`config.mk`:
```
export PLATFORM = sky130hd
export DESIGN_NAME = unsigned_radix_to_ascii_core
export DESIGN_NICKNAME = d
export VERILOG_FILES = /design/src/sv/urta_pkg.sv /design/src/sv/urta_ram.sv /design/src/sv/urta_fifo.sv /design/src/sv/urta_front.sv /design/src/sv/urta_back.sv /design/src/sv/unsigned_radix_to_ascii_core.sv
export VERILOG_INCLUDE_DIRS = /design/src /design/src/sv
export SDC_FILE = /design/constraint.sdc
export NUM_CORES = 1
export LEC_CHECK = 0
export BUFFER_PORTS_ARGS = -buffer_cell sky130_fd_sc_hd__buf_2
export CORE_AREA = 8 8 259 386
export CTS_CLUSTER_SIZE = 10
export DETAILED_ROUTE_END_ITERATION = 10
export DIE_AREA = 0 0 267 394
export GPL_TIMING_DRIVEN = 0
export SETUP_SLACK_MARGIN = 0.4
export SYNTH_ARGS = -nofsm -noshare
export SYNTH_HDL_FRONTEND = slang
export SYNTH_SLANG_ARGS = --single-unit
```
`constraint.sdc`:
```
create_clock -name clk_i -period 22.2 [get_ports clk_i]
set_input_delay 2.22 -clock clk_i [delete_from_list [all_inputs] [get_ports clk_i]]
set_output_delay 2.22 -clock clk_i [all_outputs]
set_load 0.03 [all_outputs]
```
`src/sv/unsigned_radix_to_ascii_core_defines.svh`:
```
// Assertion macros shared by the conversion core.
`ifndef UNSIGNED_RADIX_TO_ASCII_CORE_DEFINES_SVH
`define UNSIGNED_RADIX_TO_ASCII_CORE_DEFINES_SVH

`ifndef SYNTHESIS
`define URTA_ASSERT_CLK(lbl, clk, rst_n, prop, msg) \
  lbl: assert property (@(posedge clk) disable iff (!rst_n) prop) else $error(msg);
`define URTA_ASSERT(lbl, prop, msg) `URTA_ASSERT_CLK(lbl, clk_i, rst_ni, prop, msg)
`else
`define URTA_ASSERT_CLK(lbl, clk, rst_n, prop, msg)
`define URTA_ASSERT(lbl, prop, msg)
`endif

`endif

```
`src/sv/urta_pkg.sv`:
```
package urta_pkg;

  localparam int unsigned ValueWidthDef = 64;
  localparam int unsigned DataW         = 64;
  localparam int unsigned CharW         = 7;
  localparam int unsigned CountW        = 7;
  localparam int unsigned RadixW        = 5;
  localparam int unsigned DigitW        = 4;
  localparam int unsigned OutDataW      = 16;
  localparam int unsigned StepBits      = 8;
  localparam int unsigned QueueDepth    = 2;

  localparam logic [RadixW-1:0] RadixDef = 5'd10;
  localparam logic [RadixW-1:0] RadixMin = 5'd2;
  localparam logic [RadixW-1:0] RadixMax = 5'd16;

  localparam logic [CharW-1:0] ChZero = 7'h30;
  localparam logic [CharW-1:0] ChA    = 7'h41;

  // one finished number waiting in the digit store
  typedef struct packed {
    logic              bank;
    logic [CountW-1:0] cnt;
  } desc_t;

  function automatic logic [CharW-1:0] digit_to_ascii(logic [DigitW-1:0] d);
    logic [CharW-1:0] c;
    if (d < 4'd10) begin
      c = ChZero + CharW'(d);
    end else begin
      c = ChA + CharW'(d - 4'd10);
    end
    return c;
  endfunction

endpackage

```
`src/sv/urta_ram.sv`:
```
module urta_ram #(
  parameter int unsigned WIDTH = 4,
  parameter int unsigned DEPTH = 128
) (
  input  logic                     clk_i,
  input  logic                     we_i,
  input  logic [$clog2(DEPTH)-1:0] waddr_i,
  input  logic [WIDTH-1:0]         wdata_i,
  input  logic                     re_i,
  input  logic [$clog2(DEPTH)-1:0] raddr_i,
  output logic [WIDTH-1:0]         rdata_o
);

  logic [WIDTH-1:0] mem_q [DEPTH];
  logic [WIDTH-1:0] rdata_q;

  always_ff @(posedge clk_i) begin
    if (we_i) begin
      mem_q[waddr_i] <= wdata_i;
    end
  end

  // hold read data while no read is requested
  always_ff @(posedge clk_i) begin
    if (re_i) begin
      rdata_q <= mem_q[raddr_i];
    end
  end

  assign rdata_o = rdata_q;

endmodule

```
`src/sv/urta_fifo.sv`:
```
module urta_fifo (
  input  logic            clk_i,
  input  logic            rst_ni,
  input  logic            push_i,
  input  urta_pkg::desc_t push_data_i,
  input  logic            pop_i,
  output urta_pkg::desc_t head_o,
  output logic            valid_o,
  output logic            full_o
);
  import urta_pkg::*;

  localparam int unsigned PtrW = (QueueDepth > 1) ? $clog2(QueueDepth) : 1;
  localparam int unsigned CntW = $clog2(QueueDepth + 1);

  desc_t           entry_q [QueueDepth];
  logic [PtrW-1:0] wptr_q, wptr_d;
  logic [PtrW-1:0] rptr_q, rptr_d;
  logic [CntW-1:0] cnt_q, cnt_d;

  always_comb begin
    wptr_d = wptr_q;
    rptr_d = rptr_q;
    cnt_d  = cnt_q;
    if (push_i) begin
      wptr_d = (wptr_q == PtrW'(QueueDepth - 1)) ? '0 : wptr_q + 1'b1;
    end
    if (pop_i) begin
      rptr_d = (rptr_q == PtrW'(QueueDepth - 1)) ? '0 : rptr_q + 1'b1;
    end
    if (push_i && !pop_i) begin
      cnt_d = cnt_q + 1'b1;
    end else if (pop_i && !push_i) begin
      cnt_d = cnt_q - 1'b1;
    end
  end

  always_ff @(posedge clk_i or negedge rst_ni) begin
    if (!rst_ni) begin
      wptr_q <= '0;
      rptr_q <= '0;
      cnt_q  <= '0;
    end else begin
      wptr_q <= wptr_d;
      rptr_q <= rptr_d;
      cnt_q  <= cnt_d;
    end
  end

  always_ff @(posedge clk_i) begin
    if (push_i) begin
      entry_q[wptr_q] <= push_data_i;
    end
  end

  assign head_o  = entry_q[rptr_q];
  assign valid_o = (cnt_q != '0);
  assign full_o  = (cnt_q == CntW'(QueueDepth));

endmodule

```
`src/sv/urta_front.sv`:
```
module urta_front #(
  parameter int unsigned VALUE_WIDTH = 64
) (
  input  logic                                  clk_i,
  input  logic                                  rst_ni,
  input  logic                                  in_valid_i,
  output logic                                  in_ready_o,
  input  logic [urta_pkg::DataW-1:0]            in_value_i,
  input  logic [urta_pkg::RadixW-1:0]           radix_i,
  output logic                                  ram_we_o,
  output logic [$clog2(VALUE_WIDTH):0]          ram_waddr_o,
  output logic [urta_pkg::DigitW-1:0]           ram_wdata_o,
  output logic                                  push_o,
  output urta_pkg::desc_t                       push_data_o,
  input  logic                                  queue_full_i
);
  import urta_pkg::*;

  localparam int unsigned IdxW     = $clog2(VALUE_WIDTH);
  localparam int unsigned Steps    = (VALUE_WIDTH + StepBits - 1) / StepBits;
  localparam int unsigned PadW     = Steps * StepBits;
  localparam int unsigned StepCntW = (Steps > 1) ? $clog2(Steps) : 1;

  typedef enum logic [1:0] {
    FsIdle = 2'b01,
    FsDiv  = 2'b10
  } front_state_e;

  front_state_e          state_q, state_d;
  logic [PadW-1:0]       work_q, work_d;
  logic [DigitW-1:0]     rem_q, rem_d;
  logic [StepCntW-1:0]   step_q, step_d;
  logic [CountW-1:0]     ndig_q, ndig_d;
  logic [RadixW-1:0]     base_q, base_d;
  logic                  bank_q, bank_d;

  logic [PadW-1:0]       work_next;
  logic [DigitW-1:0]     rem_next;
  logic                  digit_done;
  logic                  accept;

  // eight restoring division steps per cycle on the narrow remainder
  always_comb begin
    logic [RadixW-1:0]   part;
    logic [DigitW-1:0]   r;
    logic [StepBits-1:0] qb;
    r  = rem_q;
    qb = '0;
    for (int i = 0; i < StepBits; i++) begin
      part = {r, work_q[PadW-1-i]};
      if (part >= base_q) begin
        part = part - base_q;
        qb[StepBits-1-i] = 1'b1;
      end
      r = part[DigitW-1:0];
    end
    rem_next  = r;
    work_next = (work_q << StepBits) | PadW'(qb);
  end

  assign accept     = in_valid_i && in_ready_o;
  assign in_ready_o = (state_q == FsIdle) && !queue_full_i;
  assign digit_done = (state_q == FsDiv) && (step_q == StepCntW'(Steps - 1));

  always_comb begin
    state_d = state_q;
    work_d  = work_q;
    rem_d   = rem_q;
    step_d  = step_q;
    ndig_d  = ndig_q;
    base_d  = base_q;
    bank_d  = bank_q;
    unique case (state_q)
      FsIdle: begin
        if (accept) begin
          work_d  = PadW'(in_value_i[VALUE_WIDTH-1:0]);
          rem_d   = '0;
          step_d  = '0;
          ndig_d  = '0;
          base_d  = (radix_i < RadixMin || radix_i > RadixMax) ? RadixDef : radix_i;
          state_d = FsDiv;
        end
      end
      FsDiv: begin
        if (digit_done) begin
          ndig_d = ndig_q + 1'b1;
          rem_d  = '0;
          step_d = '0;
          work_d = work_next;
          // quotient exhausted: hand the number to the back end
          if (work_next == '0) begin
            bank_d  = !bank_q;
            state_d = FsIdle;
          end
        end else begin
          rem_d  = rem_next;
          step_d = step_q + 1'b1;
          work_d = work_next;
        end
      end
      default: state_d = FsIdle;
    endcase
  end

  always_ff @(posedge clk_i or negedge rst_ni) begin
    if (!rst_ni) begin
      state_q <= FsIdle;
      step_q  <= '0;
      ndig_q  <= '0;
      bank_q  <= 1'b0;
    end else begin
      state_q <= state_d;
      step_q  <= step_d;
      ndig_q  <= ndig_d;
      bank_q  <= bank_d;
    end
  end

  always_ff @(posedge clk_i) begin
    work_q <= work_d;
    rem_q  <= rem_d;
    base_q <= base_d;
  end

  assign ram_we_o         = digit_done;
  assign ram_waddr_o      = {bank_q, ndig_q[IdxW-1:0]};
  assign ram_wdata_o      = rem_next;
  assign push_o           = digit_done && (work_next == '0);
  assign push_data_o.bank = bank_q;
  assign push_data_o.cnt  = ndig_q + 1'b1;

endmodule

```
`src/sv/urta_back.sv`:
```
module urta_back #(
  parameter int unsigned VALUE_WIDTH = 64
) (
  input  logic                           clk_i,
  input  logic                           rst_ni,
  input  urta_pkg::desc_t                head_i,
  input  logic                           head_valid_i,
  output logic                           pop_o,
  output logic                           ram_re_o,
  output logic [$clog2(VALUE_WIDTH):0]   ram_raddr_o,
  input  logic [urta_pkg::DigitW-1:0]    ram_rdata_i,
  output logic                           out_valid_o,
  input  logic                           out_ready_i,
  output logic [urta_pkg::OutDataW-1:0]  out_data_o,
  output logic                           out_last_o
);
  import urta_pkg::*;

  localparam int unsigned IdxW = $clog2(VALUE_WIDTH);

  logic [CountW-1:0] sent_q, sent_d;
  logic              out_valid_q, out_valid_d;
  logic              out_last_q;
  logic [CountW-1:0] out_cnt_q;

  logic              issue;
  logic              is_last;
  logic [CountW-1:0] idx;

  // read most significant digit first; the RAM output register is the output stage
  assign issue   = head_valid_i && (!out_valid_q || out_ready_i);
  assign is_last = (sent_q + 1'b1 == head_i.cnt);
  assign idx     = head_i.cnt - 1'b1 - sent_q;

  always_comb begin
    sent_d      = sent_q;
    out_valid_d = out_valid_q;
    if (issue) begin
      sent_d      = is_last ? '0 : sent_q + 1'b1;
      out_valid_d = 1'b1;
    end else if (out_ready_i) begin
      out_valid_d = 1'b0;
    end
  end

  always_ff @(posedge clk_i or negedge rst_ni) begin
    if (!rst_ni) begin
      sent_q      <= '0;
      out_valid_q <= 1'b0;
    end else begin
      sent_q      <= sent_d;
      out_valid_q <= out_valid_d;
    end
  end

  always_ff @(posedge clk_i) begin
    if (issue) begin
      out_last_q <= is_last;
      out_cnt_q  <= is_last ? head_i.cnt : '0;
    end
  end

  assign pop_o       = issue && is_last;
  assign ram_re_o    = issue;
  assign ram_raddr_o = {head_i.bank, idx[IdxW-1:0]};
  assign out_valid_o = out_valid_q;
  assign out_last_o  = out_last_q;
  assign out_data_o  = {(OutDataW - CharW - CountW)'(0), out_cnt_q,
                        digit_to_ascii(ram_rdata_i)};

endmodule

```
`src/sv/unsigned_radix_to_ascii_core.sv`:
```
// The divider writes each number's digits least significant first into one bank of the digit store;
// the back end then reads them most significant first, and digits leave one per cycle while the
// receiver is ready. The 8-bit-per-cycle divider works digit by digit on the value; the front takes
// a new value while one earlier number is emitted.
// Reset: asynchronous, active low; clears control state and sets radix to ten.
// The digit store is not cleared, every entry is written before it is read.
`include "unsigned_radix_to_ascii_core_defines.svh"

module unsigned_radix_to_ascii_core #(
  parameter int unsigned VALUE_WIDTH = urta_pkg::ValueWidthDef
) (
  input  logic                          clk_i,
  input  logic                          rst_ni,
  input  logic                          cfg_we_i,
  input  logic [urta_pkg::RadixW-1:0]   cfg_wdata_i,
  input  logic                          s_axis_tvalid_i,
  output logic                          s_axis_tready_o,
  input  logic [urta_pkg::DataW-1:0]    s_axis_tdata_i,  // [63:0] value
  output logic                          m_axis_tvalid_o,
  input  logic                          m_axis_tready_i,
  output logic [urta_pkg::OutDataW-1:0] m_axis_tdata_o,  // [6:0] digit_char, [13:7] digit_count
  output logic                          m_axis_tlast_o
);
  import urta_pkg::*;

  localparam int unsigned AddrW = $clog2(VALUE_WIDTH) + 1;

  logic [RadixW-1:0] radix_q;

  logic              ram_we;
  logic [AddrW-1:0]  ram_waddr;
  logic [DigitW-1:0] ram_wdata;
  logic              ram_re;
  logic [AddrW-1:0]  ram_raddr;
  logic [DigitW-1:0] ram_rdata;

  logic              push;
  desc_t             push_data;
  logic              pop;
  desc_t             head;
  logic              head_valid;
  logic              queue_full;

  always_ff @(posedge clk_i or negedge rst_ni) begin
    if (!rst_ni) begin
      radix_q <= RadixDef;
    end else if (cfg_we_i) begin
      radix_q <= cfg_wdata_i;
    end
  end

  urta_front #(
    .VALUE_WIDTH(VALUE_WIDTH)
  ) u_front (
    .clk_i       (clk_i),
    .rst_ni      (rst_ni),
    .in_valid_i  (s_axis_tvalid_i),
    .in_ready_o  (s_axis_tready_o),
    .in_value_i  (s_axis_tdata_i),
    .radix_i     (radix_q),
    .ram_we_o    (ram_we),
    .ram_waddr_o (ram_waddr),
    .ram_wdata_o (ram_wdata),
    .push_o      (push),
    .push_data_o (push_data),
    .queue_full_i(queue_full)
  );

  // two banks: one being filled, one being emitted
  urta_ram #(
    .WIDTH(DigitW),
    .DEPTH(2 ** AddrW)
  ) u_ram (
    .clk_i  (clk_i),
    .we_i   (ram_we),
    .waddr_i(ram_waddr),
    .wdata_i(ram_wdata),
    .re_i   (ram_re),
    .raddr_i(ram_raddr),
    .rdata_o(ram_rdata)
  );

  urta_fifo u_fifo (
    .clk_i      (clk_i),
    .rst_ni     (rst_ni),
    .push_i     (push),
    .push_data_i(push_data),
    .pop_i      (pop),
    .head_o     (head),
    .valid_o    (head_valid),
    .full_o     (queue_full)
  );

  urta_back #(
    .VALUE_WIDTH(VALUE_WIDTH)
  ) u_back (
    .clk_i       (clk_i),
    .rst_ni      (rst_ni),
    .head_i      (head),
    .head_valid_i(head_valid),
    .pop_o       (pop),
    .ram_re_o    (ram_re),
    .ram_raddr_o (ram_raddr),
    .ram_rdata_i (ram_rdata),
    .out_valid_o (m_axis_tvalid_o),
    .out_ready_i (m_axis_tready_i),
    .out_data_o  (m_axis_tdata_o),
    .out_last_o  (m_axis_tlast_o)
  );

  `URTA_ASSERT(a_busy_after_accept, s_axis_tvalid_i && s_axis_tready_o |=> !s_axis_tready_o, "front took a request while dividing")
  `URTA_ASSERT(a_push_not_full, push |-> !queue_full, "descriptor pushed into a full queue")
  `URTA_ASSERT(a_pop_has_head, pop |-> head_valid, "descriptor popped from an empty queue")
  `URTA_ASSERT(a_count_on_last, m_axis_tvalid_o |-> ((m_axis_tdata_o[13:7] != 7'd0) == m_axis_tlast_o), "digit count does not match last flag")
  `URTA_ASSERT(a_count_bound, push |-> (push_data.cnt != 7'd0) && (push_data.cnt <= CountW'(VALUE_WIDTH)), "digit count out of range")

endmodule

```
==> results by group <==
Run status
  – Outcome: complete, no violations

Clock network
  – Number of buffers added to fix hold violations after cts: 0
  – Post-cts resize count: 0
  – Source-to-sink clock delay at the later pin of the worst-skew pair: 0.61 ns
  – CTS clk-pin slew, worst paths: 0.05 ns
  – Root Driver: sky130_fd_sc_hd__clkbuf_16
  – CTS Buf Count: 75
  – Clock tree from TritonCTS: done
  – Post-CTS repair timing setup buffer count: 0
  – H-tree Lvls: 3
  – Maximum clock insertion buffer count: 3
  – Num Clock Sinks: 643

Yosys
  – Area of the mapped netlist: 0.0281 mm2
  – Flip-flop and latch count after synthesis: 643
  – Top cell type's share of synthesized area: 0.655
  – EDFF count, synth: 613
  – Compound-cell area share of the yosys netlist: 0.0273
  – Number of standard cells after synthesis: 1618
  – Ys Warns: 0
  – Syn Area/Cell: 17.4 um2
  – Commonest cells post-synth: 613 x sky130_fd_sc_hd__edfxtp_1, 181 x sky130_fd_sc_hd__nor2_1, 153 x sky130_fd_sc_hd__mux4_2
  – Combinational family with the most area after synthesis: multiplexers
  – Synth Area in XOR/XNOR: 0.0139
  – Sequential share of the synthesized area: 0.681
  – Mux share of post-synthesis cell area: 0.174
  – Synth Area in Simple Gates: 0.0535
  – Most used DFF post-synth: sky130_fd_sc_hd__edfxtp_1
  – Synth async-reset ratio: 0.0467
  – Cell with the most instances after synthesis: sky130_fd_sc_hd__edfxtp_1
  – Synth unique cells: 60
  – Cell types with the largest area share after synthesis: sky130_fd_sc_hd__edfxtp_1 65%, sky130_fd_sc_hd__mux4_2 12%, sky130_fd_sc_hd__mux2_2 3.1%
  – Post-synthesis adder-cell area fraction: 0.0313
  – Yosys top cell by area: sky130_fd_sc_hd__edfxtp_1

Floorplan
  – Height of the die: 394 um
  – Horizontal die dimension: 267 um
  – Initial Util: 0.299
  – Top Ports: 93
  – Row cnt: 138
  – Die area: 0.105 mm2
  – Core outline area: 0.0941 mm2

Timing
  – Transition time of the tightest slew-check pin: 1.20 ns
  – Post-layout minimum cycle time: 15.01 ns
  – Final critical-path share of the clock period: 0.676
  – Final Slew Violations: 0
  – Worst setup slack after layout: 7.19 ns
  – Headroom to the max-slew limit: 0.203
  – Total count of hold-check failures in the final report: 0
  – Layout Skew: 0.0274 ns
  – Final sum of negative setup slack: 0 ns
  – RSZ-0062 raised after global routing: no
  – Highest clock rate: 66.6 MHz
  – Setup-failing EPs final: 0

Drt
  – Total wirelength of the detailed-routed design: 71700 um
  – Count of routing violations after the opening detailed-route iteration: 1152
  – Number of design rule violations left after detail routing: 0
  – Post-detailed-route count of antenna-violating nets: 0
  – Iteration count of the initial detailed-routing pass: 5
  – Routed wire length per instance: 23.3 um
  – Count of vias placed by the detailed router: 15.2k
  – Number of vias per cell after detailed routing: 4.95

Critical path
  – Reg2Reg Launch Point: u_front.base_q[1]$_SDFFCE_PP1P_
  – Critical Path RT: 22.63 ns
  – Number of cells on the worst reg-to-reg path: 50
  – Critical path startpoint: u_front.base_q[1]$_SDFFCE_PP1P_
  – Stage delay of the slowest cell on the critical path: 0.77 ns
  – Nature of the critical path endpoint: flip-flop
  – Cell mode on critical path: sky130_fd_sc_hd__a21o_1
  – Startpoint-to-endpoint class of the critical path: flip-flop to flip-flop
  – Data arrival time of the critical path: 15.44 ns
  – Largest driver fanout on the critical path: 36
  – Critical Path Source Type: flip-flop
  – Reg-to-reg setup timing slack: 7.19 ns
  – Slowest cell on the critical path: sky130_fd_sc_hd__a21oi_4
  – Endpoint of the lowest-slack register-to-register path: u_ram.mem_q[26][1]$_DFFE_PP_

Finish
  – Net count reported at finish: 1937
  – Layout-stage area growth over the synthesis result: 15.8%
  – Final design area excluding fillers: 0.0326 mm2
  – Count of placed standard cells in the final layout, fillers left out: 3080
  – Filler cell count in the final layout: 8875
  – Fraction of layout cells with a size suffix above 1: 0.257

Run
  – Max-capacitance violation count: 0

Global routing
  – First-pass GRT wire length: 107000 um
  – Overflow after GRT: 0
  – Global router's overall resource usage: 0.136
  – Initial antenna violation count: 0
  – Largest net degree at the start of global routing: 77
  – Number of global-route vias before repair: 16.7k

Placement
  – IO buf count: 90
  – Dpl cell area: 0.0305 mm2
  – Setup Slack @ Placement: 7.07 ns
  – Post-DP HPWL: 50300 um
  – Final GP Congestion: 0.804
  – Number of cells in the design after placement: 2981

Worst hold path
  – Class of the most critical hold timing path: flip-flop to flip-flop
  – Worst hold path endpoint: u_fifo.entry_q[1][7]$_DFFE_PP_
  – Hold Crit Start: u_front.bank_q$_DFFE_PN0P_
  – Hold path depth: 0
-- layout by cell type (no fill, tap or decap), drive strengths merged, types with 14 or more instances in the layout --
| cell | n |
|---|---|
| xnor2 | 22 |
| a21o | 23 |
| a21oi | 37 |
| nor2 | 183 |
| inv | 56 |
| ha | 56 |
| mux2i | 54 |
| xor2 | 20 |
| nand3 | 20 |
| edfxtp | 613 |
| o21ai | 24 |
| clkbuf | 131 |
| buf | 131 |
| nand2b | 14 |
| nand2 | 58 |
| dfrtp | 27 |
| nor4 | 18 |
| mux4 | 153 |
| mux2 | 79 |
-- routing by layer --
metal,vias to the layer above,track usage,share of wire
met5,-,0,0
met4,0,0.0562,0.039
met3,139,0.0249,0.051
met2,477,0.257,0.55
met1,7935,0.147,0.36
li1,6696,-,-
-- registers in the layout, summed over array words and instances (netlist names), 2 cells and up --
name	count
u_fifo.cnt_q	2
u_front.ndig_q	7
u_front.state_q	2
u_front.rem_q	4
radix_q	5
u_ram.mem_q	512
u_front.base_q	5
u_fifo.entry_q	16
u_front.step_q	3
u_back.sent_q	7
u_back.out_cnt_q	7
u_front.work_q	64
u_ram.rdata_o	4
-- through the flow --
| stage | hold slack [ns] | utilization |
|---|---|---|
| detailed placement | 0.460 | 0.324 |
| global placement | 0.464 | 0.320 |
| global route | 0.507 | 0.346 |
| floorplan | 0.440 | - |
| finish | 0.484 | 0.346 |
| CTS | 0.481 | 0.346 |
-- cell type report --
cell class | count | area, um2 | share of cell area
plain buffers | 69 | 323 | 0.00991
diodes | 1 | 2.50 | 0.0000769
inverters | 54 | 203 | 0.00623
multi-input cells | 853 | 8510 | 0.261
repair buffers | 102 | 723 | 0.0222
well taps | 1260 | 1580 | 0.0484
clock inverters | 7 | 77.6 | 0.00238
flip-flops and latches | 643 | 19200 | 0.589
clock buffers | 91 | 1980 | 0.0608
-- cell families (layout without fill, tap and decap cells) --
kind of cell	after synthesis	count (layout)
flip-flops	643	643
AND/OR/NAND/NOR	340	340
multiplexers	286	286
buffers and inverters	123	323
AO/OA/AOI/OAI	118	118
adder cells (fa/ha/maj)	65	65
XOR/XNOR	42	42
other	1	3
-- worst max-delay path: cells and delay by family (launching register included) --
kind                     cells  cell delay, ns
AO/OA/AOI/OAI               25            6.33
flip-flops                   1            0.48
buffers and inverters        8            2.19
adder cells (fa/ha/maj)      8            2.41
multiplexers                 6            2.57
AND/OR/NAND/NOR              3            0.75
-- how the worst max path moves through the flow --
stage	endpoint	slack [ns]	cells after the start
global placement	u_ram.mem_q[46][1]$_DFFE_PP_	1.01	48
finish	u_ram.mem_q[26][1]$_DFFE_PP_	7.19	50
detailed placement	u_ram.mem_q[45][1]$_DFFE_PP_	7.07	50
global route	u_ram.mem_q[26][1]$_DFFE_PP_	5.99	50
floorplan	u_ram.mem_q[0][2]$_DFFE_PP_	6.89	49
CTS	u_ram.mem_q[24][1]$_DFFE_PP_	7.06	50
Power is not shown: default switching activity piles up to over one toggle a cycle in this logic, so the estimate is an artifact.
